### src/design/y2r_pkg.sv
// Types, constants and helper functions for the YUYV to RGB pixel-pair converter.
// Depends on nothing; every module of the converter imports it.
`timescale 1ns / 1ps
`default_nettype none

package y2r_pkg;

  // Width of one chroma product and of one channel sum (Q16 fixed point)
  localparam int PROD_W = 25;
  localparam int SUM_W  = 26;
  localparam int FRAC_W = 16;

  // Q16 coefficients
  localparam logic signed [PROD_W-1:0] COEF_R_V = 25'sd89831;
  localparam logic signed [PROD_W-1:0] COEF_G_V = 25'sd45744;
  localparam logic signed [PROD_W-1:0] COEF_G_U = 25'sd22127;
  localparam logic signed [PROD_W-1:0] COEF_B_U = 25'sd113538;

  // Output scale 220/256
  localparam logic [15:0] SCALE_NUM = 16'd220;
  localparam logic [7:0]  CHAN_MAX  = 8'd219;

  typedef struct packed {
    logic [7:0] luma_first;
    logic [7:0] chroma_blue;
    logic [7:0] luma_second;
    logic [7:0] chroma_red;
    logic       frame_end;
  } yuyv_in_t;

  typedef struct packed {
    logic [7:0] red_first;
    logic [7:0] green_first;
    logic [7:0] blue_first;
    logic [7:0] red_second;
    logic [7:0] green_second;
    logic [7:0] blue_second;
    logic       frame_end_out;
  } rgb_out_t;

  // Stage 1 result: both lumas and the four shared chroma products
  typedef struct packed {
    logic [7:0]               luma_first;
    logic [7:0]               luma_second;
    logic signed [PROD_W-1:0] r_v;
    logic signed [PROD_W-1:0] g_v;
    logic signed [PROD_W-1:0] g_u;
    logic signed [PROD_W-1:0] b_u;
    logic                     frame_end;
  } prod_t;

  // Stage 2 result: six channels clamped to 0..255
  typedef struct packed {
    logic [7:0] red_first;
    logic [7:0] green_first;
    logic [7:0] blue_first;
    logic [7:0] red_second;
    logic [7:0] green_second;
    logic [7:0] blue_second;
    logic       frame_end;
  } clamp_t;

  // Remove the 128 offset: u - 128 as an 8-bit signed value, sign-extended
  function automatic logic signed [PROD_W-1:0] chroma_delta(input logic [7:0] c);
    logic [7:0] d;
    d = {~c[7], c[6:0]};
    return {{(PROD_W-8){d[7]}}, d};
  endfunction

  // Widen a product to sum width
  function automatic logic signed [SUM_W-1:0] widen(input logic signed [PROD_W-1:0] p);
    return {{(SUM_W-PROD_W){p[PROD_W-1]}}, p};
  endfunction

  // Luma placed at Q16
  function automatic logic signed [SUM_W-1:0] luma_q16(input logic [7:0] y);
    return {{(SUM_W-FRAC_W-8){1'b0}}, y, {FRAC_W{1'b0}}};
  endfunction

  // Floor the Q16 sum to an integer and clamp to 0..255
  function automatic logic [7:0] floor_clamp(input logic signed [SUM_W-1:0] s);
    logic [SUM_W-FRAC_W-1:0] whole;
    logic [7:0]              res;
    whole = s[SUM_W-1:FRAC_W];
    if (whole[SUM_W-FRAC_W-1]) begin
      res = 8'd0;
    end else if (|whole[SUM_W-FRAC_W-2:8]) begin
      res = 8'd255;
    end else begin
      res = whole[7:0];
    end
    return res;
  endfunction

  // Scale by 220/256 with floor
  function automatic logic [7:0] scale_chan(input logic [7:0] c);
    logic [15:0] p;
    p = {8'd0, c} * SCALE_NUM;
    return p[15:8];
  endfunction

endpackage

`default_nettype wire

### src/design/yuyv_to_rgb_pixel_pair.sv
// Top level of the YUYV 4:2:2 to RGB pixel-pair converter: three-stage pipeline.
// Depends on y2r_pkg, y2r_chroma_mult, y2r_sum_clamp and y2r_scale.
//
//   channel  direction  payload     handshake
//   in_*     input      yuyv_in_t   in_valid / in_stall
//   out_*    output     rgb_out_t   out_valid / out_stall
//
// One group per cycle is taken while in_stall is low; a result passes through the
// product, sum/clamp and scale registers in that order before it leaves.
// Reset clears the three stage valid bits; payload registers are not reset.
// A stall on the output holds only the full stages: an empty stage keeps filling,
// so in_stall rises only when all three stages hold data and out_stall is high.
`timescale 1ns / 1ps
`default_nettype none

module yuyv_to_rgb_pixel_pair
  import y2r_pkg::*;
(
  input  wire logic     clk,
  input  wire logic     rst_n,
  input  wire logic     in_valid,
  output logic          in_stall,
  input  wire yuyv_in_t in_data,
  output logic          out_valid,
  input  wire logic     out_stall,
  output rgb_out_t      out_data
);

  logic   s1_valid;
  logic   s1_stall;
  prod_t  s1_data;
  logic   s2_valid;
  logic   s2_stall;
  clamp_t s2_data;

  y2r_chroma_mult u_mult (
    .clk      (clk),
    .rst_n    (rst_n),
    .up_valid (in_valid),
    .up_stall (in_stall),
    .up_data  (in_data),
    .dn_valid (s1_valid),
    .dn_stall (s1_stall),
    .dn_data  (s1_data)
  );

  y2r_sum_clamp u_clamp (
    .clk      (clk),
    .rst_n    (rst_n),
    .up_valid (s1_valid),
    .up_stall (s1_stall),
    .up_data  (s1_data),
    .dn_valid (s2_valid),
    .dn_stall (s2_stall),
    .dn_data  (s2_data)
  );

  y2r_scale u_scale (
    .clk      (clk),
    .rst_n    (rst_n),
    .up_valid (s2_valid),
    .up_stall (s2_stall),
    .up_data  (s2_data),
    .dn_valid (out_valid),
    .dn_stall (out_stall),
    .dn_data  (out_data)
  );

  // Input backs up only with the whole pipeline full and the output stalled
  a_stall_only_full: assert property (@(posedge clk) disable iff (!rst_n)
    in_stall |-> (s1_valid && s2_valid && out_valid && out_stall))
    else $error("input stalled while a pipeline stage is free");

  // Reset empties the output stage
  a_reset_clears: assert property (@(posedge clk)
    !rst_n |=> !out_valid)
    else $error("output valid after reset");

  // Scaled channels never exceed 219
  a_chan_range: assert property (@(posedge clk) disable iff (!rst_n)
    out_valid |-> (out_data.red_first <= CHAN_MAX && out_data.green_first <= CHAN_MAX &&
                   out_data.blue_first <= CHAN_MAX && out_data.red_second <= CHAN_MAX &&
                   out_data.green_second <= CHAN_MAX && out_data.blue_second <= CHAN_MAX))
    else $error("scaled channel out of range");

  // A full stage two with a stalled output keeps its item
  a_mid_hold: assert property (@(posedge clk) disable iff (!rst_n)
    (s2_valid && out_valid && out_stall) |=> s2_valid)
    else $error("stage two item lost under stall");

endmodule

`default_nettype wire

### src/design/y2r_chroma_mult.sv
// Stage 1 of the converter: removes the chroma offset and forms the four chroma products.
// Depends on y2r_pkg.
`timescale 1ns / 1ps
`default_nettype none

module y2r_chroma_mult
  import y2r_pkg::*;
(
  input  wire logic     clk,
  input  wire logic     rst_n,
  input  wire logic     up_valid,
  output logic          up_stall,
  input  wire yuyv_in_t up_data,
  output logic          dn_valid,
  input  wire logic     dn_stall,
  output prod_t         dn_data
);

  logic                     valid_r;
  logic                     advance;
  prod_t                    data_r;
  prod_t                    data_nxt;
  logic signed [PROD_W-1:0] du;
  logic signed [PROD_W-1:0] dv;

  // Advance when the stage is empty or its content moves on
  assign advance  = !valid_r || !dn_stall;
  assign up_stall = !advance;

  // Form the shared products
  always_comb begin
    du = chroma_delta(up_data.chroma_blue);
    dv = chroma_delta(up_data.chroma_red);
    data_nxt.luma_first  = up_data.luma_first;
    data_nxt.luma_second = up_data.luma_second;
    data_nxt.r_v         = COEF_R_V * dv;
    data_nxt.g_v         = COEF_G_V * dv;
    data_nxt.g_u         = COEF_G_U * du;
    data_nxt.b_u         = COEF_B_U * du;
    data_nxt.frame_end   = up_data.frame_end;
  end

  // Valid bit
  always_ff @(posedge clk) begin
    if (!rst_n) begin
      valid_r <= 1'b0;
    end else if (advance) begin
      valid_r <= up_valid;
    end
  end

  // Payload, loaded on transfer only
  always_ff @(posedge clk) begin
    if (advance && up_valid) begin
      data_r <= data_nxt;
    end
  end

  assign dn_valid = valid_r;
  assign dn_data  = data_r;

endmodule

`default_nettype wire

### src/design/y2r_sum_clamp.sv
// Stage 2 of the converter: adds luma to the chroma products, floors and clamps each channel.
// Depends on y2r_pkg.
`timescale 1ns / 1ps
`default_nettype none

module y2r_sum_clamp
  import y2r_pkg::*;
(
  input  wire logic  clk,
  input  wire logic  rst_n,
  input  wire logic  up_valid,
  output logic       up_stall,
  input  wire prod_t up_data,
  output logic       dn_valid,
  input  wire logic  dn_stall,
  output clamp_t     dn_data
);

  logic                    valid_r;
  logic                    advance;
  clamp_t                  data_r;
  clamp_t                  data_nxt;
  logic signed [SUM_W-1:0] base0;
  logic signed [SUM_W-1:0] base1;
  logic signed [SUM_W-1:0] r_v;
  logic signed [SUM_W-1:0] g_uv;
  logic signed [SUM_W-1:0] b_u;

  assign advance  = !valid_r || !dn_stall;
  assign up_stall = !advance;

  // Sum, floor and clamp both pixels
  always_comb begin
    base0 = luma_q16(up_data.luma_first);
    base1 = luma_q16(up_data.luma_second);
    r_v   = widen(up_data.r_v);
    g_uv  = widen(up_data.g_v) + widen(up_data.g_u);
    b_u   = widen(up_data.b_u);
    data_nxt.red_first    = floor_clamp(base0 + r_v);
    data_nxt.green_first  = floor_clamp(base0 - g_uv);
    data_nxt.blue_first   = floor_clamp(base0 + b_u);
    data_nxt.red_second   = floor_clamp(base1 + r_v);
    data_nxt.green_second = floor_clamp(base1 - g_uv);
    data_nxt.blue_second  = floor_clamp(base1 + b_u);
    data_nxt.frame_end    = up_data.frame_end;
  end

  always_ff @(posedge clk) begin
    if (!rst_n) begin
      valid_r <= 1'b0;
    end else if (advance) begin
      valid_r <= up_valid;
    end
  end

  always_ff @(posedge clk) begin
    if (advance && up_valid) begin
      data_r <= data_nxt;
    end
  end

  assign dn_valid = valid_r;
  assign dn_data  = data_r;

endmodule

`default_nettype wire

### src/design/y2r_scale.sv
// Stage 3 of the converter: scales each channel by 220/256 into the output register.
// Depends on y2r_pkg.
`timescale 1ns / 1ps
`default_nettype none

module y2r_scale
  import y2r_pkg::*;
(
  input  wire logic   clk,
  input  wire logic   rst_n,
  input  wire logic   up_valid,
  output logic        up_stall,
  input  wire clamp_t up_data,
  output logic        dn_valid,
  input  wire logic   dn_stall,
  output rgb_out_t    dn_data
);

  logic     valid_r;
  logic     advance;
  rgb_out_t data_r;
  rgb_out_t data_nxt;

  assign advance  = !valid_r || !dn_stall;
  assign up_stall = !advance;

  // Scale all six channels
  always_comb begin
    data_nxt.red_first     = scale_chan(up_data.red_first);
    data_nxt.green_first   = scale_chan(up_data.green_first);
    data_nxt.blue_first    = scale_chan(up_data.blue_first);
    data_nxt.red_second    = scale_chan(up_data.red_second);
    data_nxt.green_second  = scale_chan(up_data.green_second);
    data_nxt.blue_second   = scale_chan(up_data.blue_second);
    data_nxt.frame_end_out = up_data.frame_end;
  end

  always_ff @(posedge clk) begin
    if (!rst_n) begin
      valid_r <= 1'b0;
    end else if (advance) begin
      valid_r <= up_valid;
    end
  end

  always_ff @(posedge clk) begin
    if (advance && up_valid) begin
      data_r <= data_nxt;
    end
  end

  assign dn_valid = valid_r;
  assign dn_data  = data_r;

endmodule

`default_nettype wire

### config.mk
export PLATFORM = sky130hd
export DESIGN_NAME = yuyv_to_rgb_pixel_pair
export DESIGN_NICKNAME = d
export VERILOG_FILES = /design/src/design/y2r_pkg.sv /design/src/design/yuyv_to_rgb_pixel_pair.sv /design/src/design/y2r_chroma_mult.sv /design/src/design/y2r_sum_clamp.sv /design/src/design/y2r_scale.sv
export SDC_FILE = /design/constraint.sdc
export NUM_CORES = 1
export LEC_CHECK = 0
export ABC_CLOCK_PERIOD_IN_PS = 13110
export BUFFER_PORTS_ARGS = -buffer_cell sky130_fd_sc_hd__buf_4
export CAP_MARGIN = 20
export CELL_PAD_IN_SITES_DETAIL_PLACEMENT = 0
export CELL_PAD_IN_SITES_GLOBAL_PLACEMENT = 2
export CORE_ASPECT_RATIO = 0.75
export CORE_MARGIN = 2
export CORE_UTILIZATION = 41
export DETAILED_ROUTE_END_ITERATION = 12
export GPL_TIMING_DRIVEN = 0
export PLACE_DENSITY_LB_ADDON = 0.15
export SYNTH_ARGS = -nofsm -noshare
export SYNTH_HDL_FRONTEND = slang
export SYNTH_SLANG_ARGS = --single-unit
### constraint.sdc
create_clock -name clk -period 13.11 [get_ports clk]
set_input_delay 1.311 -clock clk [delete_from_list [all_inputs] [get_ports clk]]
set_output_delay 1.311 -clock clk [all_outputs]
set_load 0.01 [all_outputs]
### Word-level counts from Yosys, hierarchy flattened

Index checks and enable logic that the tools add are counted.

| word-level totals | value |
|---|---|
| register bits after elaboration | 212 |
| logic and storage cells | 60 |
| input port bits | 37 |

| cells by class | value |
|---|---|
| $mul | 10 |
| reductions and logical operators | 11 |
| bitwise operators | 2 |
| multiplexer cells | 6 |
| $add $sub $neg | 7 |

Operators with widths:

| cell | number |
|---|---|
| adder 25 x 25 -> 26 bit | 4 |
| multiplier 8 x 6 -> 14 bit, second input constant | 6 |
| subtractor 25 x 26 -> 26 bit | 2 |
| 2-to-1 mux 8 bit | 6 |
| adder 25 x 24 -> 26 bit | 1 |
| multiplier 18 x 8 -> 25 bit, first input constant | 1 |
| multiplier 16 x 8 -> 24 bit, first input constant | 1 |
| multiplier 17 x 8 -> 24 bit, first input constant | 1 |
| multiplier 13 x 8 -> 21 bit, first input constant | 1 |
| logical NOT 1 bit | 5 |
| logical AND 1 bit | 3 |
| logical OR 1 bit | 3 |
| inverter 1 bit | 2 |

### Longest topological paths before layout

| depth | value |
|---|---|
| word-level depth | 5 |
| mapped depth | 21 |
| gate-level depth less buffers | 21 |

### Modules after synthesis

A second synthesis with hierarchy kept.

| unflattened totals | value |
|---|---|
| cells, all modules | 2,409 |
| area total of the unflattened synthesis | 24,833.8 µm² |

By module, submodules not included:

| module | cells an instance | instances | area an instance (µm²) |
|---|---|---|---|
| y2r_chroma_mult | 1,117 | 1 | 11,872.6 |
| y2r_scale | 705 | 1 | 7,450.9 |
| y2r_sum_clamp | 587 | 1 | 5,510.3 |

### Least setup slack after synthesis

OpenSTA, ideal clock, no wires.

| timing path | value |
|---|---|
| path type | in2reg |
| start point | input port out_stall |
| end point | register u_mult.data_r, in the netlist u_mult.dn_data[0], enable pin |
| setup time | 0.528 ns |
| data required time | 12.582 ns |
| slack | 7.317 ns |
| data arrival time | 5.265 ns |
| stages | 3 |
| cells stage by stage | and3_1 -> and2_1 -> nor2b_1 |

| on the way | value |
|---|---|
| longest elaborated chain between the ends | 5 |

RTL lines:

| element | RTL line | source |
|---|---|---|
| start, declared | yuyv_to_rgb_pixel_pair.sv:25 | `input wire logic out_stall,` |
| logical NOT 1 bit | y2r_scale.sv:24 | `assign advance = !valid_r \|\| !dn_stall;` |
| logical OR 1 bit | y2r_scale.sv:24 |  |
| logical OR 1 bit | y2r_sum_clamp.sv:29 | `assign advance = !valid_r \|\| !dn_stall;` |
| logical OR 1 bit | y2r_chroma_mult.sv:27 | `assign advance = !valid_r \|\| !dn_stall;` |
| logical AND 1 bit | y2r_chroma_mult.sv:54 | `if (advance && up_valid) begin` |
| end signal, assigned | y2r_chroma_mult.sv:55 | `data_r <= data_nxt;` |
| end, declared | y2r_chroma_mult.sv:21 | `prod_t data_r;` |

No other way between the ends.
A chain may end at the register's enable or synchronous reset.

==> qor.txt <==
Status: complete, no violations
Worst path max stage delay: 0.54 ns
Worst setup margin: 6.87 ns
Core Util, Final: 0.461
Hold path start: u_clamp.dn_data[0]$_DFFE_PP_
Post-route clock period utilization: 0.476
Overall Global Routing Usage: 0.170
Worst EP arrival: 6.54 ns
Cell area after layout: 0.0239 sq mm
Setup Crit Path Kind: input pin to register
Internal reg-to-reg setup slack: 8.17 ns
FMAX: 160 MHz
CTS Sinks: 181
Antenna diodes: 0
Rows: 72
Initial Util: 0.417
Commonest cells after routing, fill and taps aside: inv_1 (483), ha_1 (422), fa_1 (214)
Vias in the first global route: 14,200
CTS max path bufs: 2
Mapped Nets: 2,687
H-Tree Level Count: 4
Asr flop ratio synth: 0
Final Net Count: 2,798
Height of the die: 203 um
Cell mode on critical path: fa_1
RSZ-0062 raised after global routing: no
DIE WIDTH: 269 um
Netlist Area Pre-Place: 0.0216 sq mm
Relative slew slack: 0.399
Final hold viol count: 0
Crit path cell chain: buf_4 > clkinv_1 > ha_1 > fa_1 > fa_1 > inv_1 > fa_1 > inv_1 > ha_1 > nor4_1 > o21ai_0 > and2_1 > a21oi_1 > a2111oi_0 > a211o_1 > or4_1 > and3_1 > a311oi_1
Most common cell after layout, fill and taps aside: inv_1
DP HPWL: 37,400 um
Routed len/inst: 15.5 um
Syn Area/Cell: 10.7 sq um
Crit path max fanout: 15
Post-CTS resize count: 0
Synth Register Bits: 181
Clk pin slew, worst setup/hold paths: 0.08 ns
Num CTS Buffers: 17
Synth warn: 0
Post-synth EDFFs: 178
Hold Path Class: register to register
CP required: 13.41 ns
Max cap viols: 0
First drt pass iteration count: 5
# Post-CTS Setup Buffers: 0
CORE AREA: 0.0519 sq mm
DIE AREA: 0.0547 sq mm
Clock Root Buffer: clkbuf_16
RR Startpoint: u_mult.dn_data[77]$_DFFE_PP_
Worst-skew pair later-pin latency: 0.49 ns
Slew Viols, Final: 0
Initial DRC Count: 537
Placed Area: 0.0233 sq mm
Top FF cell, synth: edfxtp_1
Register area share after synthesis: 0.250
Tmin final: 6.24 ns
Critical Path Start: in_data[24]
Startpoint types: input pin
Via count: 13,600
I/O Buffers: 87
Largest net degree at the start of global routing: 38
CP Capture Type: register
First-pass GRT wire length: 73,400 um
Share of cells above drive strength 1: 0.0730
CTS tree: yes
Antenna violations before repair: 1
Netlist cell types: 71
Hold_buf cts: 0
I/O pins: 88
Residual DRC: 0
Clock Skew: 0.0159 ns
Placer Congestion: 0.837
Global route overflow: 0
Final ANT Viol Nets: 0
Synth-to-layout area growth: 10.4%
Final TNS setup: 0 ns
Post-placement worst setup slack: 6.36 ns
CP max-delay cell: ha_1
Syn Inst Count: 2,014
Worst-Margin Slew: 0.900 ns
Final WL: 43,900 um
Final setup fails: 0
Vias/cell: 4.77
==> cell usage after synthesis (7+ instances only) <==
library cell / number / share of area
edfxtp_1: 178 / 0.25
xnor2_1: 86 / 0.035
a211oi_1: 25 / 0.0087
nor2_1: 62 / 0.011
o21ai_0: 33 / 0.0076
a21oi_1: 90 / 0.021
fa_1: 214 / 0.20
nor2b_1: 17 / 0.0049
o21bai_1: 31 / 0.011
nand2b_1: 16 / 0.0046
nand3_1: 20 / 0.0046
nand2_1: 34 / 0.0059
o21a_1: 53 / 0.018
xor2_1: 51 / 0.021
nor3_1: 31 / 0.0072
a41o_1: 7 / 0.0032
inv_1: 483 / 0.084
nor4_1: 7 / 0.0020
and3_1: 12 / 0.0035
ha_1: 422 / 0.24
a21o_1: 31 / 0.011
or2_2: 7 / 0.0020
==> path summary, 6_finish.rpt <==
path                                  endpoint  cells past startpoint
min reg2reg       u_scale.dn_data[0]$_DFFE_PP_                      0
min               u_scale.dn_data[0]$_DFFE_PP_                      0
max               u_mult.dn_data[49]$_DFFE_PP_                     18
max reg2reg  u_clamp.dn_data[16]$_SDFFCE_PP0P_                     15
==> state kept, by name, indices dropped and copies added (netlist names) <==
register          count
u_mult.dn_valid       1
u_scale.dn_data      49
u_clamp.dn_data      49
u_mult.dn_data       80
u_clamp.dn_valid      1
u_scale.dn_valid      1
==> cell type report <==
class	instances	area, sq um
clock buffer	18	429
tap	703	880
clock inverter	14	165
inverter	484	1820
sequential	181	5410
timing repair buffer	92	761
fill	4916	28000
buffer	4	22.5
multi-input combinational	1345	14400
==> per-stage QoR <==
stage	hold slack, ns	std cells
2_1_floorplan	0.400	2014
3_3_place_gp	0.402	2804
3_5_place_dp	0.407	2809
4_1_cts	0.427	2841
5_1_grt	0.443	2841
6_report	0.425	2841
==> cell families after synthesis <==
kind of cell,synth area share
adder cells (fa/ha/maj),0.442
buffers and inverters,0.0850
AO/OA/AOI/OAI,0.105
AND/OR/NAND/NOR,0.0580
flip-flops,0.250
XOR/XNOR,0.0593
multiplexers,0.000925
==> routing by layer <==
| layer | vias up | track usage | part of all wire |
|---|---|---|---|
| met5 | - | 0 | 0 |
| met1 | 6444 | 0.249 | 0.53 |
| li1 | 6966 | - | - |
| met4 | 0 | 0.0409 | 0.012 |
| met3 | 36 | 0.0255 | 0.022 |
| met2 | 117 | 0.266 | 0.43 |
==> worst max-delay path: cells and delay by family <==
kind	cells	cell delay [ns]
and+or+nand+nor	4	1.07
buffers and inverters	4	0.80
adders and majority gates	5	2.23
AOI/OAI and AO/OA	5	1.13
Power is not shown: default switching activity piles up to over one toggle a cycle in this logic, so the estimate is an artifact.
